==> src/sv/dpas_pkg.sv <==
`default_nettype none

package dpas_pkg;

    localparam int TASK_SLOTS = 16;
    localparam int IDX_W      = $clog2(TASK_SLOTS);
    localparam int CNT_W      = $clog2(TASK_SLOTS + 1);

    localparam logic OP_TICK     = 1'b0;
    localparam logic OP_ARRIVE   = 1'b1;
    localparam logic STATUS_OK   = 1'b0;
    localparam logic STATUS_FULL = 1'b1;

    typedef struct packed {
        logic [7:0]  task_id;
        logic [15:0] work;
        logic [7:0]  prio;
    } t_entry;

    typedef enum logic [2:0] {
        ST_IDLE,
        ST_ARRIVE,
        ST_FCHK,
        ST_FEVAL,
        ST_SHIFT,
        ST_SCAN,
        ST_UPDATE,
        ST_EMIT
    } t_state;

    typedef enum logic [1:0] {
        MODE_SHIFT,
        MODE_SCAN,
        MODE_UPDATE
    } t_mode;

    typedef struct packed {
        logic  load;
        logic  count_tick;
        logic  arrive;
        logic  fchk_rd;
        logic  finish;
        logic  init;
        logic  from_last;
        logic  step;
        t_mode mode;
        logic  shift_end;
        logic  emit;
    } t_cmd;

    typedef struct packed {
        logic fchk_ok;
        logic fin_zero;
        logic sweep_done;
    } t_stat;

endpackage

`default_nettype wire

==> src/sv/dynamic_priority_aging_scheduler.sv <==
// Arrival: ARRIVE, EMIT, then the result strobe; busy drops as the result shows.
// Tick: FCHK; FEVAL if the previous tick ran a task; SHIFT when that task has finished,
//   compacting the table from the slot after it; then SCAN, UPDATE and EMIT.
// The slot table is one single-port-read memory; each pass (compact, min scan, aging)
//   reads one slot a cycle, so a new item is taken once the previous result shows.
// Synchronous active-low reset empties the table and clears the tick count.
`default_nettype none

module dynamic_priority_aging_scheduler import dpas_pkg::*; (
    input  logic        i_clk,
    input  logic        i_rst_n,
    input  logic        start,
    output logic        busy,
    input  logic        i_opcode,
    input  logic [7:0]  i_task_id,
    input  logic [15:0] i_work_time,
    input  logic [7:0]  i_start_priority,
    output logic        o_valid,
    output logic        o_status,
    output logic        o_finished_valid,
    output logic [7:0]  o_finished_id,
    output logic        o_run_valid,
    output logic [7:0]  o_run_id,
    output logic [7:0]  o_run_priority,
    output logic [15:0] o_tick_time,
    output logic        o_table_empty
);

    t_cmd  cmd;
    t_stat stat;

    dpas_ctrl u_ctrl (
        .i_clk    (i_clk),
        .i_rst_n  (i_rst_n),
        .start    (start),
        .i_opcode (i_opcode),
        .i_stat   (stat),
        .o_cmd    (cmd),
        .busy     (busy)
    );

    dpas_dp u_dp (
        .i_clk            (i_clk),
        .i_rst_n          (i_rst_n),
        .i_cmd            (cmd),
        .o_stat           (stat),
        .i_task_id        (i_task_id),
        .i_work_time      (i_work_time),
        .i_start_priority (i_start_priority),
        .o_valid          (o_valid),
        .o_status         (o_status),
        .o_finished_valid (o_finished_valid),
        .o_finished_id    (o_finished_id),
        .o_run_valid      (o_run_valid),
        .o_run_id         (o_run_id),
        .o_run_priority   (o_run_priority),
        .o_tick_time      (o_tick_time),
        .o_table_empty    (o_table_empty)
    );

endmodule

`default_nettype wire

==> src/sv/dpas_ctrl.sv <==
`default_nettype none

module dpas_ctrl import dpas_pkg::*; (
    input  logic  i_clk,
    input  logic  i_rst_n,
    input  logic  start,
    input  logic  i_opcode,
    input  t_stat i_stat,
    output t_cmd  o_cmd,
    output logic  busy
);

    t_state r_state;
    t_state n_state;

    always_ff @(posedge i_clk) begin
        if (!i_rst_n) begin
            r_state <= ST_IDLE;
        end else begin
            r_state <= n_state;
        end
    end

    always_comb begin
        n_state = r_state;
        case (r_state)
            ST_IDLE: begin
                if (start) begin
                    n_state = (i_opcode == OP_ARRIVE) ? ST_ARRIVE : ST_FCHK;
                end
            end
            ST_ARRIVE: n_state = ST_EMIT;
            ST_FCHK:   n_state = i_stat.fchk_ok ? ST_FEVAL : ST_SCAN;
            ST_FEVAL:  n_state = i_stat.fin_zero ? ST_SHIFT : ST_SCAN;
            ST_SHIFT: begin
                if (i_stat.sweep_done) n_state = ST_SCAN;
            end
            ST_SCAN: begin
                if (i_stat.sweep_done) n_state = ST_UPDATE;
            end
            ST_UPDATE: begin
                if (i_stat.sweep_done) n_state = ST_EMIT;
            end
            ST_EMIT:   n_state = ST_IDLE;
            default:   n_state = ST_IDLE;
        endcase
    end

    always_comb begin
        o_cmd      = '0;
        o_cmd.mode = MODE_SCAN;
        case (r_state)
            ST_IDLE: begin
                o_cmd.load       = start;
                o_cmd.count_tick = start && (i_opcode == OP_TICK);
            end
            ST_ARRIVE: o_cmd.arrive = 1'b1;
            ST_FCHK: begin
                o_cmd.fchk_rd = i_stat.fchk_ok;
                o_cmd.init    = !i_stat.fchk_ok;
            end
            ST_FEVAL: begin
                // finished task: compact the table from the slot after it; else scan from slot 0
                o_cmd.init      = 1'b1;
                o_cmd.from_last = i_stat.fin_zero;
                o_cmd.finish    = i_stat.fin_zero;
            end
            ST_SHIFT: begin
                o_cmd.step      = 1'b1;
                o_cmd.mode      = MODE_SHIFT;
                o_cmd.shift_end = i_stat.sweep_done;
                o_cmd.init      = i_stat.sweep_done;
            end
            ST_SCAN: begin
                o_cmd.step = 1'b1;
                o_cmd.mode = MODE_SCAN;
                o_cmd.init = i_stat.sweep_done;
            end
            ST_UPDATE: begin
                o_cmd.step = 1'b1;
                o_cmd.mode = MODE_UPDATE;
            end
            ST_EMIT:  o_cmd.emit = 1'b1;
            default:  o_cmd.emit = 1'b0;
        endcase
    end

    assign busy = (r_state != ST_IDLE);

endmodule

`default_nettype wire

==> src/sv/dpas_dp.sv <==
`default_nettype none

module dpas_dp import dpas_pkg::*; (
    input  logic        i_clk,
    input  logic        i_rst_n,
    input  t_cmd        i_cmd,
    output t_stat       o_stat,
    input  logic [7:0]  i_task_id,
    input  logic [15:0] i_work_time,
    input  logic [7:0]  i_start_priority,
    output logic        o_valid,
    output logic        o_status,
    output logic        o_finished_valid,
    output logic [7:0]  o_finished_id,
    output logic        o_run_valid,
    output logic [7:0]  o_run_id,
    output logic [7:0]  o_run_priority,
    output logic [15:0] o_tick_time,
    output logic        o_table_empty
);

    t_entry r_mem [TASK_SLOTS];
    t_entry r_rdata;

    logic             mem_we;
    logic [IDX_W-1:0] mem_waddr;
    logic [IDX_W-1:0] mem_raddr;
    t_entry           mem_wdata;
    t_entry           upd;
    logic             issue;

    logic [CNT_W-1:0] r_count,     n_count;
    logic             r_last_valid, n_last_valid;
    logic [IDX_W-1:0] r_last_slot, n_last_slot;
    logic [15:0]      r_tick,      n_tick;
    logic [CNT_W-1:0] r_idx,       n_idx;
    logic [IDX_W-1:0] r_pidx,      n_pidx;
    logic             r_pvld,      n_pvld;
    logic [IDX_W-1:0] r_best,      n_best;
    logic [7:0]       r_best_pr,   n_best_pr;
    t_entry           r_in,        n_in;

    logic             r_res_status, n_res_status;
    logic             r_res_fin_v,  n_res_fin_v;
    logic [7:0]       r_res_fin_id, n_res_fin_id;
    logic             r_res_run_v,  n_res_run_v;
    logic [7:0]       r_res_run_id, n_res_run_id;
    logic [7:0]       r_res_run_pr, n_res_run_pr;
    logic [15:0]      r_res_time,   n_res_time;

    logic             r_o_valid,  n_o_valid;
    logic             r_o_status, n_o_status;
    logic             r_o_fin_v,  n_o_fin_v;
    logic [7:0]       r_o_fin_id, n_o_fin_id;
    logic             r_o_run_v,  n_o_run_v;
    logic [7:0]       r_o_run_id, n_o_run_id;
    logic [7:0]       r_o_run_pr, n_o_run_pr;
    logic [15:0]      r_o_time,   n_o_time;
    logic             r_o_empty,  n_o_empty;

    assign issue             = (r_idx < r_count);
    assign o_stat.sweep_done = !issue;
    assign o_stat.fchk_ok    = r_last_valid && (CNT_W'(r_last_slot) < r_count);
    assign o_stat.fin_zero   = (r_rdata.work == 16'd0);
    assign mem_raddr         = i_cmd.fchk_rd ? r_last_slot : r_idx[IDX_W-1:0];

    always_ff @(posedge i_clk) begin
        if (mem_we) begin
            r_mem[mem_waddr] <= mem_wdata;
        end
        r_rdata <= r_mem[mem_raddr];
    end

    always_comb begin
        n_count      = r_count;
        n_last_valid = r_last_valid;
        n_last_slot  = r_last_slot;
        n_tick       = r_tick;
        n_idx        = r_idx;
        n_pidx       = r_pidx;
        n_pvld       = r_pvld;
        n_best       = r_best;
        n_best_pr    = r_best_pr;
        n_in         = r_in;
        n_res_status = r_res_status;
        n_res_fin_v  = r_res_fin_v;
        n_res_fin_id = r_res_fin_id;
        n_res_run_v  = r_res_run_v;
        n_res_run_id = r_res_run_id;
        n_res_run_pr = r_res_run_pr;
        n_res_time   = r_res_time;
        mem_we       = 1'b0;
        mem_waddr    = r_pidx;
        mem_wdata    = r_rdata;
        upd          = r_rdata;

        if (i_cmd.load) begin
            n_in.task_id = i_task_id;
            n_in.work    = i_work_time;
            n_in.prio    = i_start_priority;
            n_res_status = STATUS_OK;
            n_res_fin_v  = 1'b0;
            n_res_fin_id = 8'd0;
            n_res_run_v  = 1'b0;
            n_res_run_id = 8'd0;
            n_res_run_pr = 8'd0;
            n_res_time   = r_tick;
        end
        if (i_cmd.count_tick) begin
            n_tick = r_tick + 16'd1;
        end

        if (i_cmd.arrive) begin
            if (r_count == CNT_W'(TASK_SLOTS)) begin
                n_res_status = STATUS_FULL;
            end else begin
                mem_we    = 1'b1;
                mem_waddr = r_count[IDX_W-1:0];
                mem_wdata = r_in;
                n_count   = r_count + CNT_W'(1);
            end
        end

        if (i_cmd.finish) begin
            n_res_fin_v  = 1'b1;
            n_res_fin_id = r_rdata.task_id;
            n_last_valid = 1'b0;
        end

        if (i_cmd.init) begin
            n_idx  = i_cmd.from_last ? CNT_W'(r_last_slot) + CNT_W'(1) : '0;
            n_pvld = 1'b0;
        end

        // one read issued per cycle, its data handled the cycle after
        if (i_cmd.step) begin
            n_pvld = issue;
            if (issue) begin
                n_idx  = r_idx + CNT_W'(1);
                n_pidx = r_idx[IDX_W-1:0];
            end
            if (r_pvld) begin
                case (i_cmd.mode)
                    MODE_SHIFT: begin
                        mem_we    = 1'b1;
                        mem_waddr = r_pidx - IDX_W'(1);
                    end
                    MODE_SCAN: begin
                        // strict compare keeps the earliest slot on ties
                        if (r_pidx == '0 || r_rdata.prio < r_best_pr) begin
                            n_best    = r_pidx;
                            n_best_pr = r_rdata.prio;
                        end
                    end
                    MODE_UPDATE: begin
                        if (r_pidx == r_best) begin
                            if (r_rdata.work != 16'd0) upd.work = r_rdata.work - 16'd1;
                            if (r_rdata.prio != 8'hFF) upd.prio = r_rdata.prio + 8'd1;
                            n_res_run_v  = 1'b1;
                            n_res_run_id = r_rdata.task_id;
                            n_res_run_pr = upd.prio;
                            n_last_valid = 1'b1;
                            n_last_slot  = r_best;
                        end else if (r_rdata.prio != 8'd0) begin
                            upd.prio = r_rdata.prio - 8'd1;
                        end
                        mem_we    = 1'b1;
                        mem_wdata = upd;
                    end
                    default: mem_we = 1'b0;
                endcase
            end
        end

        if (i_cmd.shift_end) begin
            n_count = r_count - CNT_W'(1);
        end
    end

    always_comb begin
        n_o_valid  = i_cmd.emit;
        n_o_status = r_o_status;
        n_o_fin_v  = r_o_fin_v;
        n_o_fin_id = r_o_fin_id;
        n_o_run_v  = r_o_run_v;
        n_o_run_id = r_o_run_id;
        n_o_run_pr = r_o_run_pr;
        n_o_time   = r_o_time;
        n_o_empty  = r_o_empty;
        if (i_cmd.emit) begin
            n_o_status = r_res_status;
            n_o_fin_v  = r_res_fin_v;
            n_o_fin_id = r_res_fin_id;
            n_o_run_v  = r_res_run_v;
            n_o_run_id = r_res_run_id;
            n_o_run_pr = r_res_run_pr;
            n_o_time   = r_res_time;
            n_o_empty  = (r_count == '0);
        end
    end

    always_ff @(posedge i_clk) begin
        if (!i_rst_n) begin
            r_count      <= '0;
            r_last_valid <= 1'b0;
            r_last_slot  <= '0;
            r_tick       <= 16'd0;
            r_idx        <= '0;
            r_pvld       <= 1'b0;
            r_o_valid    <= 1'b0;
        end else begin
            r_count      <= n_count;
            r_last_valid <= n_last_valid;
            r_last_slot  <= n_last_slot;
            r_tick       <= n_tick;
            r_idx        <= n_idx;
            r_pvld       <= n_pvld;
            r_o_valid    <= n_o_valid;
        end
    end

    always_ff @(posedge i_clk) begin
        r_pidx       <= n_pidx;
        r_best       <= n_best;
        r_best_pr    <= n_best_pr;
        r_in         <= n_in;
        r_res_status <= n_res_status;
        r_res_fin_v  <= n_res_fin_v;
        r_res_fin_id <= n_res_fin_id;
        r_res_run_v  <= n_res_run_v;
        r_res_run_id <= n_res_run_id;
        r_res_run_pr <= n_res_run_pr;
        r_res_time   <= n_res_time;
        r_o_status   <= n_o_status;
        r_o_fin_v    <= n_o_fin_v;
        r_o_fin_id   <= n_o_fin_id;
        r_o_run_v    <= n_o_run_v;
        r_o_run_id   <= n_o_run_id;
        r_o_run_pr   <= n_o_run_pr;
        r_o_time     <= n_o_time;
        r_o_empty    <= n_o_empty;
    end

    assign o_valid          = r_o_valid;
    assign o_status         = r_o_status;
    assign o_finished_valid = r_o_fin_v;
    assign o_finished_id    = r_o_fin_id;
    assign o_run_valid      = r_o_run_v;
    assign o_run_id         = r_o_run_id;
    assign o_run_priority   = r_o_run_pr;
    assign o_tick_time      = r_o_time;
    assign o_table_empty    = r_o_empty;

    a_count_bound: assert property (@(posedge i_clk) disable iff (!i_rst_n)
        r_count <= CNT_W'(TASK_SLOTS))
        else $error("task count beyond table size");

    a_last_in_table: assert property (@(posedge i_clk) disable iff (!i_rst_n)
        r_last_valid |-> (CNT_W'(r_last_slot) < r_count))
        else $error("last-run slot outside the table");

    a_strobe_single: assert property (@(posedge i_clk) disable iff (!i_rst_n)
        r_o_valid |=> !r_o_valid)
        else $error("result strobe held for two cycles");

    a_full_no_run: assert property (@(posedge i_clk) disable iff (!i_rst_n)
        (r_o_valid && r_o_status) |-> (!r_o_run_v && !r_o_fin_v && !r_o_empty))
        else $error("dropped arrival reported with tick results");

endmodule

`default_nettype wire
==> config.mk <==
export PLATFORM = sky130hd
export DESIGN_NAME = dynamic_priority_aging_scheduler
export DESIGN_NICKNAME = d
export VERILOG_FILES = /design/src/sv/dpas_pkg.sv /design/src/sv/dynamic_priority_aging_scheduler.sv /design/src/sv/dpas_ctrl.sv /design/src/sv/dpas_dp.sv
export SDC_FILE = /design/constraint.sdc
export NUM_CORES = 1
export LEC_CHECK = 0
export BUFFER_PORTS_ARGS = -buffer_cell sky130_fd_sc_hd__buf_2
export CAP_MARGIN = 20
export CORE_MARGIN = 2
export CORE_UTILIZATION = 60
export DETAILED_ROUTE_END_ITERATION = 10
export HOLD_SLACK_MARGIN = 0.02
export PLACE_DENSITY = 0.85
export SLEW_MARGIN = 10
export SYNTH_ARGS = -nofsm -noshare
export SYNTH_HDL_FRONTEND = slang
export SYNTH_SLANG_ARGS = --single-unit
==> constraint.sdc <==
create_clock -name i_clk -period 4.52 [get_ports i_clk]
set_clock_uncertainty 0.05 [all_clocks]
set_input_delay 0.678 -clock i_clk [delete_from_list [all_inputs] [get_ports i_clk]]
set_output_delay 0.678 -clock i_clk [all_outputs]
set_load 0.005 [all_outputs]
==> run summary, run 1 <==
prevailing post-synth register cell = edfxtp_1
sequential share of the synthesized area = 0.738
Initial DRC Count = 2103
most frequent cells in the layout = edfxtp_1, mux2i_1, o22ai_1
status = finished, final reports clean
critical path peak fanout = 91
DR pass1 iterations = 6
Vias = 16700
# clock sinks = 715
Post-synth ARST share = 0
Worst Hold Class = input port to flip-flop
I/O Buffers = 81
Period Utilization, post-route = 0.921
setup bufs post-CTS = 0
total congestion overflow = 0
Post-CTS Resized = 0
Synth cell types = 71
Final min period = 4160 ps
final-report hold violation count = 0
slowest cell delay on critical path = 680 ps
gr usage total = 0.271
Initial Utilization = 0.604
PD cells = 619 nW/um^2
DP HPWL = 36000 um
Setup crit end kind = flip-flop
startpoint types = flip-flop
Worst slew margin = 0.284
Vias per Instance = 6.49
leak pwr = 12.3 nW
Synth Area per Inst = 15.6 sq um
Reg clk slew, reported paths = 70 ps
Non-Filler Instances = 2573
Power, Total = 19.8 mW
Yosys reg bits = 715
initial antenna violation count = 0
Final setup viols = 0
hold-critical path depth = 1
Die ar. = 48300 sq um
Cell Area, Synth = 27900 sq um
Die H = 220 um
commonest non-fill, non-tap cell in the layout = edfxtp_1
Worst Tran Pin Value = 1060 ps
diode count = 0
worst skew pair latency = 590 ps
worst r2r path cells = 9
# IOs = 82
wirelength, routed = 65000 um
area grow syn2layout = 14.5%
EDFF count, synth = 628
CTS Hold Bufs = 0
number of max-cap violations = 0
htree depth = 3
Post-route DRC = 0
f_max = 240 MHz
setup repair after global routing missed its margin = false
Reg-to-Reg End = u_dp.r_rdata[10]$_DFF_P_
placed insts = 2442
setup tns final = 0 ps
DIE WIDTH = 220 um
CTS Buffer Depth = 3
GPL Wtd Cong = 0.859
antenna viol nets, final = 0
WHS Endpoint = u_dp.r_in[13]$_DFFE_PP_
CTS root buf = clkbuf_16
largest net degree at the start of global routing = 92
placed inst area = 29600 sq um
Syn Nets = 1845
CP Cell Sequence = ha_1 > a21oi_1 > o21ai_1 > o21ai_4 > mux2i_4 > buf_12 > mux2i_1 > o22ai_1 > or4_1
post-DR wirelength/cell = 25.3 um
Synth Warn # = 0
crit path DAT = 4580 ps
number of global-route vias before repair = 16600
Slew Viols, Final = 0
Final #Nets = 1970
post-layout util = 0.691
Synth Instances = 1785
RR Startpoint = u_dp.r_last_slot[2]$_SDFFE_PN0P_
fraction of layout cells with a size suffix above 1 = 0.151
VDD IR max = 467 uV
row count = 79
final instance area = 32000 sq um
first-pass GRT wire length = 97000 um
kind of critical path = flip-flop to flip-flop
core area = 46300 sq um
Crit-path slowest cell = o21ai_4
CTS tree = done
hold_sp = i_work_time[5]
FF-to-FF setup slack = 360 ps
required time worst endpoint = 4940 ps
cts bufs inserted = 69
-- state kept, by name (all words and copies together) (netlist names), 3 cells and up --
| signal | cells |
|---|---|
| u_ctrl.r_state | 3 |
| u_dp.o_finished_id | 8 |
| u_dp.o_run_id | 8 |
| u_dp.o_run_priority | 8 |
| u_dp.o_tick_time | 16 |
| u_dp.r_best | 4 |
| u_dp.r_best_pr | 8 |
| u_dp.r_count | 5 |
| u_dp.r_idx | 5 |
| u_dp.r_in | 32 |
| u_dp.r_last_slot | 4 |
| u_dp.r_mem | 512 |
| u_dp.r_pidx | 4 |
| u_dp.r_rdata | 32 |
| u_dp.r_res_fin_id | 8 |
| u_dp.r_res_run_id | 8 |
| u_dp.r_res_run_pr | 8 |
| u_dp.r_res_time | 16 |
| u_dp.r_tick | 16 |
-- Yosys cell counts (all sizes together), types with 7 or more instances --
library cell	number	share of area
a211oi	8	0.0022
a21o	7	0.0019
a21oi	44	0.0080
a31oi	10	0.0022
and2	14	0.0031
and3	7	0.0016
buf	39	0.0069
clkbuf	54	0.0073
dfxtp	87	0.062
edfxtp	628	0.68
ha	24	0.011
inv	25	0.0034
mux2i	260	0.093
nand2	98	0.013
nand2b	9	0.0020
nand3	32	0.0057
nor2	79	0.011
nor2b	7	0.0016
nor3	22	0.0041
nor4	10	0.0028
o21ai	29	0.0057
o22ai	130	0.029
or2	7	0.0016
or3	11	0.0025
or4	37	0.010
xnor2	15	0.0047
xor2	15	0.0047
-- power by group --
part           internal, mW  switching (mW)
Clock                  3.45            2.42
Sequential             8.91           0.437
Combinational          1.56            3.03
Total                  13.9            5.89
-- worst max-delay path, delay by kind of cell (launching register included) --
family                     cells  cell delay, ps
AOI/OAI and AO/OA              4            1090
buffers and inverters          1             530
adders and majority gates      1             330
muxes                          2             830
DFF                            1             600
and+or+nand+nor                1             530
-- per-stage QoR --
| stage | hold WS [ps] | setup slack (ps) |
|---|---|---|
| after floorplan | 350 | 862 |
| after global placement | 352 | 561 |
| after detailed placement | 355 | 391 |
| after CTS | 191 | 402 |
| after global routing | 195 | 139 |
| final | 213 | 355 |
-- logic make-up after synthesis --
family	share of synthesized area
buffers and inverters	0.0176
and+or+nand+nor	0.0662
xor gates and xnor gates	0.00941
DFF	0.738
AOI/OAI and AO/OA	0.0653
adders and majority gates	0.0108
muxes	0.0932
-- area by class of cell --
| type | count | area (sq um) |
|---|---|---|
| clock inverters | 31 | 328 |
| clock buffers | 96 | 2000 |
| inverters | 25 | 93.8 |
| multi-input cells | 952 | 7080 |
| flip-flops and latches | 715 | 20600 |
| fillers | 2884 | 14300 |
| repair buffers | 147 | 1120 |
| well taps | 607 | 759 |
-- how the worst max path moves through the flow --
stage,start,end,slack [ps],cells after the start
finish,u_dp.r_last_slot[2]$_SDFFE_PN0P_,u_dp.r_rdata[10]$_DFF_P_,360,9
global route,u_dp.r_last_slot[2]$_SDFFE_PN0P_,u_dp.r_rdata[30]$_DFF_P_,140,10
CTS,u_dp.r_last_slot[2]$_SDFFE_PN0P_,u_dp.r_rdata[30]$_DFF_P_,400,10
detailed placement,u_dp.r_last_slot[2]$_SDFFE_PN0P_,u_dp.r_rdata[10]$_DFF_P_,390,9
global placement,u_dp.r_last_slot[2]$_SDFFE_PN0P_,u_dp.r_rdata[26]$_DFF_P_,560,10
floorplan,u_ctrl.r_state[2]$_SDFFE_PN0P_,u_dp.r_mem[6][0]$_DFFE_PP_,860,8
-- per-layer routing --
layer,part of all wire,vias to the layer above,global-route usage
met5,0,-,0
met4,0.037,0,0.117
met3,0.11,218,0.0468
met2,0.48,1072,0.443
met1,0.37,8186,0.361
li1,-,7232,-
No activity file was read; power rests on OpenSTA's default activity.
==> inputs of run 2 (changes only) <==
- BUFFER_PORTS_ARGS: -buffer_cell sky130_fd_sc_hd__buf_2 -> -buffer_cell sky130_fd_sc_hd__buf_4
- CTS_CLUSTER_SIZE: default -> 25
==> run 2 against run 1 <==
Sequential cell count did not move. Utilization rose by 0.71 points. Cell count rose by 0.66%. Final area rose by 1.0%. Die area did not move. Register-to-register slack improved by 40 ps. Highest routed layer unchanged.
==> run summary, run 2 (same netlist as run 1, synthesis figures left out) <==
sequential power share = 0.469
antenna viol nets, final = 0
most frequent cells in the layout = edfxtp_1, mux2i_1, buf_4
diode count = 0
Worst Hold Class = input port to flip-flop
CTS Hold Bufs = 0
Reg clk slew, reported paths = 60 ps
commonest non-fill, non-tap cell in the layout = edfxtp_1
f_max = 243 MHz
Die H = 220 um
number of global-route vias before repair = 16700
worst skew pair latency = 600 ps
Initial DRC Count = 2197
final-report hold violation count = 0
number of max-cap violations = 0
Period Utilization, post-route = 0.912
leak pwr = 12.4 nW
I/O Buffers = 81
htree depth = 3
Vias per Instance = 6.52
crit path DAT = 4540 ps
Setup WS pre-CTS = 429 ps
DR pass1 iterations = 6
post-DR wirelength/cell = 25.8 um
critical path peak fanout = 26
row count = 79
cell-internal power = 14.0 mW
VDD IR max = 405 uV
FF-to-FF setup slack = 400 ps
Initial Utilization = 0.604
Top reg by flops = u_dp.r_mem
biggest regs = u_dp.r_mem: 512 flops, u_dp.r_in: 32 flops, u_dp.r_rdata: 32 flops
GPL Wtd Cong = 0.876
status = finished, final reports clean
Switching Share = 0.299
CTS Buffer Depth = 3
cts bufs inserted = 69
first-pass GRT wire length = 99800 um
Slew Viols, Final = 0
required time worst endpoint = 4930 ps
area grow syn2layout = 15.7%
Power, Total = 19.9 mW
largest net degree at the start of global routing = 51
# IOs = 82
Clk pwr share = 0.289
CTS root buf = clkbuf_16
Final #Nets = 1987
Setup WS post-layout = 397 ps
setup tns final = 0 ps
Sw Pwr = 5.95 mW
Die ar. = 48300 sq um
CTS tree = done
gr usage total = 0.280
# clock sinks = 715
setup bufs post-CTS = 0
PD cells = 617 nW/um^2
wirelength, routed = 66800 um
Vias = 16900
Setup crit end kind = flip-flop
Worst slew margin = 0.287
initial antenna violation count = 1
FILL cells = 2801
Worst Tran Pin Value = 1060 ps
DP HPWL = 38100 um
Final setup viols = 0
Post-route DRC = 0
Comb power frac = 0.242
fraction of layout cells with a size suffix above 1 = 0.153
core area = 46300 sq um
post-layout util = 0.699
max FFs per register = 512
Post-CTS Resized = 0
setup repair after global routing missed its margin = false
Hold Slack = 206 ps
startpoint types = flip-flop
Final min period = 4120 ps
kind of critical path = flip-flop to flip-flop
total congestion overflow = 0
DIE WIDTH = 220 um
run 2: changes by cell type in the layout (fill, tap and decap cells not counted), sizes merged:
cell,change
buf,+18
clkbuf,+4
clkinv,-3
clkinvlp,-3
bufinv,+1
run 2: final cells by class:
class / count / area (sq um) / share of cell area
clock buffer: 101 / 1930 / 0.0597
clock inverter: 26 / 324 / 0.0100
inverter: 25 / 93.8 / 0.00290
multi-input combinational: 952 / 7090 / 0.219
sequential: 715 / 20600 / 0.638
tap: 607 / 759 / 0.0235
timing repair buffer: 164 / 1520 / 0.0469
run 2: power by group through the flow:
stage          Combinational [mW]  Sequential [mW]  Clock [mW]
2_1_floorplan                3.03             9.27           0
3_3_place_gp                 4.42             9.42           0
3_5_place_dp                 4.66             9.47           0
4_1_cts                      4.73             9.35        5.81
5_1_grt                      5.15             9.41        6.05
6_report                     4.83             9.36        5.75
run 2: worst max-delay path, cell delays in order, from the launching register on:
cell and delay (ps):
dfxtp_1 600, ha_1 320, a21oi_1 140, o21ai_1 140
o21ai_4 680, mux2i_4 560, buf_12 270, buf_12 250
mux2i_1 270, o22ai_1 130, or4_1 540
run 2: path summary, 6_finish.rpt:
kind	start	to	cells after the start
worst min register to register	u_dp.r_res_time[12]$_DFFE_PP_	u_dp.o_tick_time[12]$_DFFE_PP_	0
worst max-delay path	u_dp.r_last_slot[2]$_SDFFE_PN0P_	u_dp.r_rdata[13]$_DFF_P_	10
worst min-delay path	i_task_id[1]	u_dp.r_in[25]$_DFFE_PP_	1
worst max register to register	u_dp.r_last_slot[2]$_SDFFE_PN0P_	u_dp.r_rdata[13]$_DFF_P_	10
run 2: per-layer routing:
| layer | share of wire | track usage | wire [um] | vias up |
|---|---|---|---|---|
| met2 | 0.48 | 0.458 | 32400 | 1064 |
| met3 | 0.099 | 0.0569 | 6590 | 206 |
| met4 | 0.035 | 0.112 | 2340 | 0 |
| li1 | - | - | - | 7268 |
| met5 | 0 | 0 | 0 | - |
| met1 | 0.38 | 0.372 | 25500 | 8351 |
run 2: through the flow:
step                      cell area, sq um  instances
after global routing                 32300       2590
after detailed placement             30000       2461
final                                32300       2590
after global placement               30000       2460
after CTS                            32300       2588
after floorplan                      27900       1785
